===== src/rtl/tlvfp_pkg.sv =====
package tlvfp_pkg;

    // Role of one frame byte; also the phase the parser expects next.
    typedef enum logic [1:0] {
        ROLE_HEADER  = 2'd0,
        ROLE_TYPE    = 2'd1,
        ROLE_LENGTH  = 2'd2,
        ROLE_PAYLOAD = 2'd3
    } role_t;

    localparam logic [7:0] TYPE_KNOWN_A = 8'h01;
    localparam logic [7:0] TYPE_KNOWN_B = 8'h02;
    localparam logic [7:0] TYPE_KNOWN_C = 8'h03;

    localparam int unsigned M_DATA_WIDTH = 24;

    function automatic logic is_known_type(input logic [7:0] t);
        return (t == TYPE_KNOWN_A) || (t == TYPE_KNOWN_B) || (t == TYPE_KNOWN_C);
    endfunction

endpackage


===== src/rtl/tlv_frame_parser.sv =====
// Channel   Direction  Handshake          Payload
// s_        in         s_tvalid/s_tready  s_tdata: in_byte
// m_        out        m_tvalid/m_tready  m_tdata: record fields, m_tuser: byte_role,
//                                         m_tlast: frame_end
//
// Every accepted input byte gives exactly one result transfer, from the output register.
// The parser state updates on the same edge that accepts the byte, so a new byte
// may be taken in every cycle; the rate is set by the single output register.
// s_tready is high while that register is empty or being drained by m_tready.
// Reset (rst_n low, asynchronous) returns the parser to expecting a frame header
// and empties the output register.
module tlv_frame_parser
    import tlvfp_pkg::*;
(
    input  logic                    clk,
    input  logic                    rst_n,
    input  logic                    s_tvalid,
    output logic                    s_tready,
    input  logic [7:0]              s_tdata,   // [7:0] in_byte
    output logic                    m_tvalid,
    input  logic                    m_tready,
    // [7:0] record_type, [8] type_known, [16:9] payload_byte, [17] record_end,
    // [18] truncated, [23:19] zero
    output logic [M_DATA_WIDTH-1:0] m_tdata,
    output logic [1:0]              m_tuser,   // [1:0] byte_role
    output logic                    m_tlast    // frame_end
);

    // Parser state.
    role_t       phase_reg, phase_next;
    logic [7:0]  frame_left_reg, frame_left_next;
    logic [7:0]  record_left_reg, record_left_next;
    logic [7:0]  cur_type_reg, cur_type_next;

    // Output register.
    logic        out_valid_reg;
    logic [1:0]  out_role_reg;
    logic [7:0]  out_type_reg;
    logic        out_known_reg;
    logic [7:0]  out_pay_reg;
    logic        out_rend_reg;
    logic        out_fend_reg;
    logic        out_trunc_reg;

    // Result of the byte on s_tdata, against the current state.
    logic [7:0]  res_type;
    logic        res_known;
    logic [7:0]  res_pay;
    logic        res_rend;
    logic        res_fend;
    logic        res_trunc;
    logic [7:0]  frame_dec;
    logic [7:0]  record_dec;
    logic        accept;

    assign s_tready = !out_valid_reg || m_tready;
    assign accept   = s_tvalid && s_tready;

    assign frame_dec  = frame_left_reg - 8'd1;
    assign record_dec = record_left_reg - 8'd1;

    always_comb
    begin
        phase_next       = phase_reg;
        frame_left_next  = frame_left_reg;
        record_left_next = record_left_reg;
        cur_type_next    = cur_type_reg;
        res_type         = 8'd0;
        res_known        = 1'b0;
        res_pay          = 8'd0;
        res_rend         = 1'b0;
        res_fend         = 1'b0;
        res_trunc        = 1'b0;

        unique case (phase_reg)
            ROLE_HEADER:
            begin
                // A header of 0 or 1 is a whole, empty frame.
                if (s_tdata <= 8'd1)
                begin
                    res_fend        = 1'b1;
                    frame_left_next = 8'd0;
                end
                else
                begin
                    frame_left_next = s_tdata - 8'd1;
                    phase_next      = ROLE_TYPE;
                end
            end
            ROLE_TYPE:
            begin
                cur_type_next   = s_tdata;
                frame_left_next = frame_dec;
                res_type        = s_tdata;
                res_known       = is_known_type(s_tdata);
                if (frame_dec == 8'd0)
                begin
                    // The frame stops right after a type byte.
                    res_fend   = 1'b1;
                    res_trunc  = 1'b1;
                    phase_next = ROLE_HEADER;
                end
                else
                begin
                    phase_next = ROLE_LENGTH;
                end
            end
            ROLE_LENGTH:
            begin
                record_left_next = s_tdata;
                frame_left_next  = frame_dec;
                res_type         = cur_type_reg;
                res_known        = is_known_type(cur_type_reg);
                res_rend         = (s_tdata == 8'd0);
                if (frame_dec == 8'd0)
                begin
                    res_fend   = 1'b1;
                    res_trunc  = (s_tdata != 8'd0);
                    phase_next = ROLE_HEADER;
                end
                else if (s_tdata == 8'd0)
                begin
                    phase_next = ROLE_TYPE;
                end
                else
                begin
                    phase_next = ROLE_PAYLOAD;
                end
            end
            ROLE_PAYLOAD:
            begin
                record_left_next = record_dec;
                frame_left_next  = frame_dec;
                res_type         = cur_type_reg;
                res_known        = is_known_type(cur_type_reg);
                res_pay          = s_tdata;
                res_rend         = (record_dec == 8'd0);
                if (frame_dec == 8'd0)
                begin
                    res_fend   = 1'b1;
                    res_trunc  = (record_dec != 8'd0);
                    phase_next = ROLE_HEADER;
                end
                else if (record_dec == 8'd0)
                begin
                    phase_next = ROLE_TYPE;
                end
                else
                begin
                    phase_next = ROLE_PAYLOAD;
                end
            end
            default:
            begin
                phase_next = ROLE_HEADER;
            end
        endcase
    end

    always_ff @(posedge clk or negedge rst_n)
    begin
        if (!rst_n)
        begin
            phase_reg       <= ROLE_HEADER;
            frame_left_reg  <= 8'd0;
            record_left_reg <= 8'd0;
            cur_type_reg    <= 8'd0;
            out_valid_reg   <= 1'b0;
        end
        else
        begin
            if (accept)
            begin
                phase_reg       <= phase_next;
                frame_left_reg  <= frame_left_next;
                record_left_reg <= record_left_next;
                cur_type_reg    <= cur_type_next;
                out_valid_reg   <= 1'b1;
            end
            else if (m_tready)
            begin
                out_valid_reg <= 1'b0;
            end
        end
    end

    // Payload of the output register; loaded only on an accepted byte.
    always_ff @(posedge clk)
    begin
        if (accept)
        begin
            out_role_reg  <= phase_reg;
            out_type_reg  <= res_type;
            out_known_reg <= res_known;
            out_pay_reg   <= res_pay;
            out_rend_reg  <= res_rend;
            out_fend_reg  <= res_fend;
            out_trunc_reg <= res_trunc;
        end
    end

    assign m_tvalid = out_valid_reg;
    assign m_tdata  = {5'd0, out_trunc_reg, out_rend_reg, out_pay_reg,
                       out_known_reg, out_type_reg};
    assign m_tuser  = out_role_reg;
    assign m_tlast  = out_fend_reg;

endmodule


===== config.mk =====
export PLATFORM = sky130hd
export DESIGN_NAME = tlv_frame_parser
export DESIGN_NICKNAME = d
export VERILOG_FILES = /design/src/rtl/tlvfp_pkg.sv /design/src/rtl/tlv_frame_parser.sv
export SDC_FILE = /design/constraint.sdc
export NUM_CORES = 1
export LEC_CHECK = 0
export ABC_AREA = 1
export BUFFER_PORTS_ARGS = -buffer_cell sky130_fd_sc_hd__buf_2
export CAP_MARGIN = 20
export CORE_ASPECT_RATIO = 1.25
export CORE_UTILIZATION = 35
export DETAILED_ROUTE_END_ITERATION = 10
export GPL_TIMING_DRIVEN = 1
export PLACE_DENSITY_LB_ADDON = 0.15
export SETUP_SLACK_MARGIN = 0.02
export SYNTH_ARGS = -nofsm -noshare
export SYNTH_HDL_FRONTEND = slang
export SYNTH_SLANG_ARGS = --single-unit

===== constraint.sdc =====
create_clock -name clk -period 1.5 [get_ports clk]
set_input_delay 0.15 -clock clk [delete_from_list [all_inputs] [get_ports clk]]
set_output_delay 0.15 -clock clk [all_outputs]
set_load 0.02 [all_outputs]

==> impl_results.rst, run 1 <==
.. list-table::
   :header-rows: 1

   * - Metric
     - Value
   * - Result of the run
     - finished with violations
   * - Violations in the final reports
     - setup timing
   * - Buffer depth of the longest clock path
     - 2
   * - Total CTS buffers
     - 5
   * - Minimum period implied by the final worst setup slack
     - around 1500 ps
   * - Clock tree from TritonCTS
     - yes
   * - Post-route design area
     - 3550 um^2
   * - Worst reg-to-reg path cell count
     - 11
   * - Part of the power in the clock network
     - 0.161
   * - Gate family responsible for the most delay along the worst path
     - simple AND/OR/NAND/NOR gates
   * - Startpoint type of the worst setup path
     - flop
   * - Global-route wire length before repair
     - 11.4 mm
   * - RSZ-0062 raised after global routing
     - yes
   * - Slew Limit Fails
     - 0
   * - List of cells traversed by the critical path
     - inv_2, ha_4, inv_2, nor2_4, inv_1, nand3_1, nor2_2, nand2_2, nor2_4, nand3_4, nor2_2
   * - Vias in the first global route
     - 2321
   * - Number of buffers added on ports
     - 35
   * - Worst hold-check slack
     - 111 ps
   * - Switching portion of total power
     - 0.400
   * - Worst hold path class
     - input pin to flop
   * - Count of buffer and inverter cells on the critical path
     - 3
   * - Nets@finish
     - 411
   * - Total placed cells including tap cells
     - 465
   * - DR iter-0 viols
     - ~120
   * - Crit-path max cell delay
     - ~370 ps
   * - R2R setup slack
     - -20 ps
   * - #FFs+latches synth
     - 49
   * - Root buf cell
     - clkbuf_8
   * - Data arrival time at the worst-slack endpoint
     - 1700 ps
   * - Mean area per synthesized cell
     - just under 9 um^2
   * - Final non-filler cell total
     - roughly 480
   * - Source of the worst register-to-register timing path
     - frame_left_reg[1]
   * - Antenna violations before repair
     - 0
   * - Antenna violation net count after detailed routing
     - 0
   * - Standard-cell rows
     - 35
   * - Hold Violations, Final
     - 0
   * - Setup Slack @ Placement
     - -71.5 ps
   * - Top library cells by usage in the layout, fill and taps aside
     - nand2_1 (58), buf_4 (41), buf_2 (35), nor2_1 (26), dfrtp_1 (26)
   * - Endpoint of the most critical register-to-register path
     - out_trunc_reg
   * - Final Cycle Share
     - 1.01
   * - Power Dens Cells
     - 1680 nW/um^2
   * - Highest achievable clock rate
     - around 0.66 GHz
   * - Most common library cell in the layout ignoring fill and taps
     - nand2_1
   * - Leakage power figure
     - roughly 0.0016 uW
   * - VDD IR-drop max
     - 0.000754 V
   * - Data required time of the critical path
     - between 1500 and 2000 ps
   * - Gate count of the mapped netlist
     - approximately 310
   * - WHS Endpoint
     - m_tvalid
   * - Clock H-tree levels
     - 2
   * - Post-layout power
     - between 5000 and 6000 uW
   * - Skew final
     - 2.99 ps
   * - NetSw
     - roughly 2400 uW
   * - Placeable core area
     - around 7400 um^2
   * - Antenna Cells
     - 0
   * - Fraction of final layout cells with drive strength greater than 1
     - 0.406
   * - Leftover overflow at the end of global routing
     - 0
   * - Via count
     - about 2300
   * - Post-placement cell area
     - approximately 3200 um^2
   * - Setup violators final
     - 3
   * - Global Route Usage Sum
     - 0.187
   * - Portion of the post-synthesis area used by sequential elements
     - 0.490
   * - Final worst-path setup slack
     - -18.6 ps
   * - Sinks on Clock Net
     - just under 50
   * - Io pins
     - a little over 40
   * - Largest fanout on the critical path
     - 3
   * - # Max-Cap Violations
     - 0
   * - Maximum number of pins on one net before global-route repair
     - 17
   * - Vias per cell
     - approximately 4.8
   * - Netlist Area Pre-Place
     - around 2700 um^2
   * - Hold path startpoint
     - m_tready
   * - Die X
     - 80.9 um
   * - Die footprint
     - 8150 um^2
   * - Total Routed Length
     - between 6 and 7 mm
   * - Clock-pin slew of the registers on the worst-case setup and hold paths
     - 100 ps
   * - CP max-delay cell
     - dfrtp_1
   * - Detailed placement HPWL
     - 5.28 mm
   * - Effective utilization at floorplan
     - 0.366
   * - Average routed wire per standard cell
     - between 10 and 15 um
   * - Vertical extent of the die
     - 101 um
   * - Setup Crit Path Kind
     - flop to flop
   * - Relative contribution of combinational cells to total power
     - 0.478
   * - Remaining routing DRC violations
     - 0
   * - Number of distinct library cell variants in the gate-level netlist after synthesis
     - 36
   * - Yosys warning count
     - 0
   * - Worst setup EP type
     - flop
   * - Growth of design area from synthesis to finish
     - 30.4%
   * - Latest clock arrival within the worst-skew pair
     - 300 ps
   * - Number of iterations in the first detailed-routing pass
     - 6
   * - Internal power of the cells
     - about 3600 uW
   * - Cell count of the worst hold path
     - 4
   * - Fraction of power consumed by sequential logic
     - 0.361
   * - Final weighted congestion in routability-driven placement
     - 0.941
power by group through the flow:
stage	registers, uW	logic, uW	clock network, uW
2_1_floorplan	2230	1390	0
3_3_place_gp	2160	2270	0
3_5_place_dp	2160	2280	0
4_1_cts	2150	2430	988
5_1_grt	2220	3190	1040
6_report	2160	2860	965
synth_stat cells, drive strengths merged:
| library cell | instances | share of area |
|---|---|---|
| nor2 | 48 | 0.090 |
| a22oi | 2 | 0.0055 |
| o21ai | 33 | 0.072 |
| ha | 8 | 0.037 |
| conb | 1 | 0.0014 |
| buf | 11 | 0.032 |
| a211oi | 1 | 0.0028 |
| clkinv | 1 | 0.0014 |
| a31oi | 1 | 0.0023 |
| edfxtp | 22 | 0.24 |
| o22ai | 2 | 0.0046 |
| nand2 | 73 | 0.11 |
| o211ai | 2 | 0.0055 |
| o221ai | 1 | 0.0032 |
| inv | 37 | 0.052 |
| dfrtp | 27 | 0.25 |
| o2111ai | 1 | 0.0032 |
| xor2 | 4 | 0.013 |
| clkbuf | 2 | 0.0028 |
| nand3 | 17 | 0.033 |
| nand4 | 2 | 0.0046 |
| xnor2 | 1 | 0.0032 |
| o32ai | 1 | 0.0032 |
| nor3 | 3 | 0.0055 |
| a21oi | 13 | 0.024 |
worst register-to-register path, delay by kind of cell (launching register included):
kind,cells,cell delay (ps)
AND/OR/NAND/NOR,7,640
flip-flops,1,370
buffers and inverters,3,210
adder cells (fa/ha/maj),1,160
through the flow:
stage / utilization / setup TNS (ps)
after floorplan: - / 0
after global placement: 0.432 / -61.3
after detailed placement: 0.432 / -244
after CTS: 0.454 / -26.4
after global routing: 0.477 / -613
final: 0.477 / -49.5
final cells by class:
| class | instances | area (um^2) |
|---|---|---|
| fillers | 737 | 3890 |
| multi-input cells | 218 | 1320 |
| well taps | 92 | 115 |
| clock inverters | 3 | 41.3 |
| clock buffers | 5 | 68.8 |
| repair buffers | 79 | 524 |
| flip-flops and latches | 49 | 1340 |
| inverters | 38 | 150 |
cell families after synthesis:
kind of cell,count (synthesis),share of synthesized area
AOI/OAI and AO/OA,57,0.126
buffers and inverters,51,0.0877
DFF,49,0.490
xor gates and xnor gates,5,0.0161
and+or+nand+nor,143,0.242
adders and majority gates,8,0.0367
other,1,0.00138
routing by layer:
metal | track usage | up-vias | wire length (um)
met5 | 0 | - | 0
met4 | 0.0879 | 0 | 206
met3 | 0.0271 | 15 | 211
met1 | 0.220 | 1118 | 2920
met2 | 0.330 | 39 | 3630
li1 | - | 1171 | -
how the worst max path moves through the flow:
stage,to,from,depth (start not counted)
after CTS,out_trunc_reg,frame_left_reg[1],10
final,out_trunc_reg,frame_left_reg[1],11
after global placement,out_trunc_reg,record_left_reg[2],8
after floorplan,m_tlast,frame_left_reg[0],11
after detailed placement,out_trunc_reg,record_left_reg[1],9
after global routing,phase_reg[0],frame_left_reg[0],12
what timing repair did:
item | CTS | global route
hold buffers | 1 | 0
resized for setup | 9 | 36
pin swaps | 11 | 22
setup buffers | 3 | 7
endpoints found under the hold margin | 13 | 0
setup endpoints to repair | 6 | 10
(Power assumes the default switching activity.)
==> inputs of run 2 (changes only) <==
--- a/config.mk
+++ b/config.mk
@@ -10,6 +10,7 @@
 export CAP_MARGIN = 20
 export CORE_ASPECT_RATIO = 1.25
 export CORE_UTILIZATION = 35
+export CTS_BUF_LIST = sky130_fd_sc_hd__clkbuf_4
 export DETAILED_ROUTE_END_ITERATION = 10
 export GPL_TIMING_DRIVEN = 1
 export PLACE_DENSITY_LB_ADDON = 0.15
==> impl_results.rst, run 2 (synthesis results as in run 1) <==
.. list-table::
   :header-rows: 1

   * - Metric
     - Value
   * - Storage cell area
     - 1340 um^2
   * - Highest achievable clock rate
     - 0.654 GHz
   * - Setup violators final
     - 4
   * - Source of the worst register-to-register timing path
     - frame_left_reg[1]
   * - Antenna Cells
     - 0
   * - Crit. Startpoint
     - frame_left_reg[1]
   * - Hold Violations, Final
     - 0
   * - Fraction of power consumed by sequential logic
     - 0.380
   * - Filler cell count
     - between 700 and 800
   * - Vias per cell
     - between 4 and 5
   * - Post-route setup TNS
     - -69.6 ps
   * - Minimum period implied by the final worst setup slack
     - 1530 ps
   * - Root buf cell
     - clkbuf_4
   * - Buffer depth of the longest clock path
     - 2
   * - Final weighted congestion in routability-driven placement
     - approximately 0.94
   * - Leakage power figure
     - between 0.0015 and 0.002 uW
   * - Largest fanout on the critical path
     - 3
   * - RSZ-0062 raised after global routing
     - yes
   * - Hold path startpoint
     - m_tready
   * - Placeable core area
     - roughly 7400 um^2
   * - Growth of design area from synthesis to finish
     - 28.4%
   * - Setup Slack @ Placement
     - -71.5 ps
   * - Area occupied by multi-input gates
     - approximately 1300 um^2
   * - Power Dens Cells
     - ~1600 nW/um^2
   * - Standard-cell rows
     - 35
   * - Violations in the final reports
     - setup timing
   * - Final Cycle Share
     - 1.02
   * - Part of the power in the clock network
     - 0.140
   * - Io pins
     - between 40 and 50
   * - Startpoint type of the worst setup path
     - flop
   * - VDD IR-drop max
     - 0.000722 V
   * - Fraction of final layout cells with drive strength greater than 1
     - 0.387
   * - DR iter-0 viols
     - 137
   * - Vias in the first global route
     - 2350
   * - Average routed wire per standard cell
     - 14.3 um
   * - Total CTS buffers
     - 5
   * - Data required time of the critical path
     - around 1800 ps
   * - Skew final
     - between 6 and 7 ps
   * - Antenna violations before repair
     - 0
   * - Clock-pin slew of the registers on the worst-case setup and hold paths
     - approximately 150 ps
   * - Global-route wire length before repair
     - around 11 mm
   * - Final worst-path setup slack
     - -28.1 ps
   * - Latest clock arrival within the worst-skew pair
     - around 370 ps
   * - Total Routed Length
     - slightly below 7 mm
   * - Result of the run
     - finished with violations
   * - Number of buffers added on ports
     - 35
   * - Worst setup EP type
     - flop
   * - Most common library cell in the layout ignoring fill and taps
     - nand2_1
   * - Via count
     - between 2000 and 2500
   * - Setup Crit Path Kind
     - flop to flop
   * - Data arrival time at the worst-slack endpoint
     - 1770 ps
   * - Nets@finish
     - just over 400
   * - Clock H-tree levels
     - 2
   * - Remaining routing DRC violations
     - 0
   * - # Max-Cap Violations
     - 0
   * - Slew Limit Fails
     - 0
   * - Die footprint
     - between 8000 and 9000 um^2
   * - Worst hold-check slack
     - approximately 32 ps
   * - Maximum number of pins on one net before global-route repair
     - 17
   * - Internal power of the cells
     - between 3000 and 4000 uW
   * - Detailed placement HPWL
     - between 5 and 6 mm
   * - Vertical extent of the die
     - around 100 um
   * - Effective utilization at floorplan
     - 0.366
   * - Sinks on Clock Net
     - between 40 and 50
   * - Top library cells by usage in the layout, fill and taps aside
     - nand2_1 (61), buf_4 (38), buf_2 (35), nor2_1 (29), dfrtp_1 (26)
   * - NetSw
     - around 2300 uW
   * - Clock tree from TritonCTS
     - yes
   * - Number of iterations in the first detailed-routing pass
     - 4
   * - Worst hold path class
     - input pin to flop
   * - Die X
     - ~80 um
   * - Switching portion of total power
     - 0.406
   * - Leftover overflow at the end of global routing
     - 0
   * - Global Route Usage Sum
     - 0.187
   * - Relative contribution of combinational cells to total power
     - 0.480
   * - Antenna violation net count after detailed routing
     - 0
-- run 2: changes by cell type in the layout (fill, tap and decap cells not counted), sizes merged --
cell / change
clkinv: +1
buf: -2
inv: -1
-- run 2: timing repair --
action | CTS | global route
setup endpoints to repair | 6 | 10
buffers inserted | 4 | 4
gates resized for setup | 9 | 31
endpoints found under the hold margin | 27 | 0
pin swaps | 10 | 15
hold buffers | 1 | 0
-- run 2: cell type report --
cell class | instances | area share
Sequential cell | 49 | 0.382
Multi-Input combinational cell | 218 | 0.372
Timing Repair Buffer | 77 | 0.147
Inverter | 38 | 0.0436
Tap cell | 92 | 0.0329
Clock inverter | 3 | 0.0118
Clock buffer | 5 | 0.0107
-- run 2: per-stage QoR --
stage,total power [uW],utilization,instances,cell area (um^2)
CTS,5410,0.451,478,3360
floorplan,3620,-,318,2760
finish,5710,0.470,482,3500
detailed placement,4440,0.432,465,3210
global placement,4430,0.432,465,3210
global route,6170,0.470,482,3500
-- run 2: path summary, 6_finish.rpt --
kind | endpoint | slack, ps | depth (start not counted)
setup / recovery | out_trunc_reg | -30 | 11
hold / removal | m_tvalid | 30 | 4
setup reg to reg | out_trunc_reg | -30 | 11
hold reg to reg | cur_type_reg[2] | 500 | 2
max in group asynchronous | record_left_reg[2] | 870 | 3
min in group asynchronous | frame_left_reg[5] | 210 | 2
-- run 2: routing by layer --
metal,vias to the layer above,part of all wire,GRT usage
li1,1176,-,-
met1,1134,0.42,0.218
met2,44,0.52,0.332
met3,13,0.035,0.0290
met4,0,0.026,0.0879
met5,-,0,0
-- run 2: critical path, stage by stage, from the launching register on --
cell,delay (ps)
dfrtp_1,390
inv_2,60
ha_4,160
inv_2,70
nor2_4,40
inv_1,80
nand3_1,100
nor2_2,120
nand2_2,80
nor2_4,130
nand3_4,90
nor2_2,80
-- run 2: power by group through the flow --
stage	Combinational, uW	Sequential [uW]	Clock, uW
after floorplan	1390	2230	0
after global placement	2270	2160	0
after detailed placement	2280	2160	0
after CTS	2440	2150	822
after global routing	3070	2230	871
final	2740	2170	798
==> inputs of run 3 (changes only) <==
--- a/config.mk
+++ b/config.mk
@@ -6,12 +6,12 @@
 export NUM_CORES = 1
 export LEC_CHECK = 0
 export ABC_AREA = 1
-export BUFFER_PORTS_ARGS = -buffer_cell sky130_fd_sc_hd__buf_2
 export CAP_MARGIN = 20
 export CORE_ASPECT_RATIO = 1.25
 export CORE_UTILIZATION = 35
 export CTS_BUF_LIST = sky130_fd_sc_hd__clkbuf_4
 export DETAILED_ROUTE_END_ITERATION = 10
+export DONT_BUFFER_PORTS = 1
 export GPL_TIMING_DRIVEN = 1
 export PLACE_DENSITY_LB_ADDON = 0.15
 export SETUP_SLACK_MARGIN = 0.02
==> impl_results.rst, run 3 (synthesis results as in run 1) <==
.. list-table::
   :header-rows: 1

   * - Metric
     - Value
   * - Slew Limit Fails
     - 0
   * - Number of buffers added on ports
     - 0
   * - VDD IR-drop max
     - 0.000917 V
   * - Root buf cell
     - clkbuf_4
   * - Startpoint type of the worst setup path
     - flop
   * - Filler cell count
     - about 770
   * - Global Route Usage Sum
     - 0.184
   * - Minimum period implied by the final worst setup slack
     - 1520 ps
   * - Top library cells by usage in the layout, fill and taps aside
     - nand2_1 (62), nor2_1 (28), buf_4 (28), dfrtp_1 (26), edfxtp_1 (22)
   * - Relative contribution of combinational cells to total power
     - 0.446
   * - Effective utilization at floorplan
     - 0.366
   * - Final weighted congestion in routability-driven placement
     - 0.834
   * - Final worst-path setup slack
     - -16.4 ps
   * - Leakage power figure
     - 0.00142 uW
   * - Part of the power in the clock network
     - 0.123
   * - Data arrival time at the worst-slack endpoint
     - 1680 ps
   * - Placeable core area
     - 7440 um^2
   * - Clock H-tree levels
     - 2
   * - Buffer depth of the longest clock path
     - 2
   * - Internal power of the cells
     - between 3000 and 4000 uW
   * - Highest achievable clock rate
     - 0.659 GHz
   * - Die X
     - 80.9 um
   * - R2R setup slack
     - -20 ps
   * - Fraction of power consumed by sequential logic
     - 0.432
   * - Maximum number of pins on one net before global-route repair
     - 28
   * - DR iter-0 viols
     - between 100 and 150
   * - Clock-pin slew of the registers on the worst-case setup and hold paths
     - 160 ps
   * - Largest fanout on the critical path
     - 4
   * - Most common library cell in the layout ignoring fill and taps
     - nand2_1
   * - Worst reg-to-reg path cell count
     - 7
   * - Result of the run
     - finished with violations
   * - Growth of design area from synthesis to finish
     - 19.6%
   * - # Max-Cap Violations
     - 0
   * - Detailed placement HPWL
     - 4.89 mm
   * - Antenna violation net count after detailed routing
     - 0
   * - RSZ-0062 raised after global routing
     - yes
   * - Setup Crit Path Kind
     - flop to flop
   * - Cell count of the worst hold path
     - 2
   * - Switching portion of total power
     - 0.424
   * - Power Dens Cells
     - ~1600 nW/um^2
   * - Violations in the final reports
     - setup timing
   * - Worst hold-check slack
     - about 33 ps
   * - Io pins
     - just over 40
   * - Worst hold path class
     - input pin to flop
   * - Average routed wire per standard cell
     - between 15 and 20 um
   * - Number of iterations in the first detailed-routing pass
     - 4
   * - Total Routed Length
     - between 6 and 7 mm
   * - Via count
     - between 2000 and 2500
   * - Total placed cells including tap cells
     - between 400 and 500
   * - Final Cycle Share
     - 1.01
   * - Data required time of the critical path
     - between 1500 and 2000 ps
   * - NetSw
     - approximately 2200 uW
   * - Hold Violations, Final
     - 0
   * - Remaining routing DRC violations
     - 0
   * - Final non-filler cell total
     - about 440
   * - Clock tree from TritonCTS
     - yes
   * - Setup Slack @ Placement
     - -92.2 ps
   * - Sinks on Clock Net
     - between 40 and 50
   * - Global-route wire length before repair
     - roughly 11 mm
   * - Setup violators final
     - 3
   * - Die footprint
     - approximately 8100 um^2
   * - Worst setup EP type
     - flop
   * - Vias in the first global route
     - between 2000 and 2500
   * - Standard-cell rows
     - 35
   * - Leftover overflow at the end of global routing
     - 0
   * - Fraction of final layout cells with drive strength greater than 1
     - 0.295
   * - Vias per cell
     - roughly 5
   * - Antenna Cells
     - 0
   * - Latest clock arrival within the worst-skew pair
     - approximately 380 ps
   * - Vertical extent of the die
     - 101 um
   * - Core Util, Final
     - 0.438
   * - Skew final
     - just under 20 ps
   * - Antenna violations before repair
     - 0
   * - Post-route setup TNS
     - -27.4 ps
   * - Total CTS buffers
     - 5
   * - Nets@finish
     - 368
run 3: layer usage:
metal,global-route usage,vias up,part of all wire
met5,0,-,0
met4,0.0975,0,0.036
met1,0.221,1025,0.43
met3,0.0371,18,0.034
met2,0.304,48,0.50
li1,-,1093,-
run 3: critical path: stages (launching register included):
cell	delay (ps)
dfrtp_1	460
nor2_1	220
nand2_1	110
xor2_1	170
nor2_2	130
nand3_2	110
nand2_2	90
nor2_2	30
run 3: path summary, 6_finish.rpt:
path,end,start
worst max-delay path,out_trunc_reg,record_left_reg[2]
min in group asynchronous,phase_reg[0],rst_n
worst min-delay path,cur_type_reg[7],s_tdata[7]
worst min register to register,cur_type_reg[2],cur_type_reg[2]
max in group asynchronous,frame_left_reg[2],rst_n
worst max register to register,out_trunc_reg,record_left_reg[2]
run 3: layout make-up:
| class | count | area [um^2] | area share |
|---|---|---|---|
| flip-flops and latches | 49 | 1340 | 0.410 |
| multi-input cells | 218 | 1290 | 0.396 |
| repair buffers | 36 | 310 | 0.0952 |
| inverters | 38 | 148 | 0.0453 |
| well taps | 92 | 115 | 0.0353 |
| clock buffers | 5 | 37.5 | 0.0115 |
| clock inverters | 3 | 20.0 | 0.00614 |
run 3: power by group through the flow:
stage	combinational, uW	clock, uW	sequential, uW
floorplan	1390	0	2230
global placement	1960	0	2290
detailed placement	1970	0	2290
CTS	2220	687	2280
global route	2660	725	2340
finish	2360	650	2290
run 3: per-stage QoR:
stage | instance area, um^2 | total power (uW)
5_1_grt | 3260 | 5730
3_3_place_gp | 2970 | 4250
2_1_floorplan | 2760 | 3620
4_1_cts | 3180 | 5180
3_5_place_dp | 2970 | 4260
6_report | 3260 | 5300
run 3: repair_timing:
| action | CTS | global route |
|---|---|---|
| endpoints found under the setup margin | 6 | 11 |
| setup buffers | 4 | 2 |
| pin swaps | 14 | 11 |
| hold buffers | 7 | 0 |
| gates resized for setup | 13 | 19 |
| endpoints found under the hold margin | 33 | 0 |
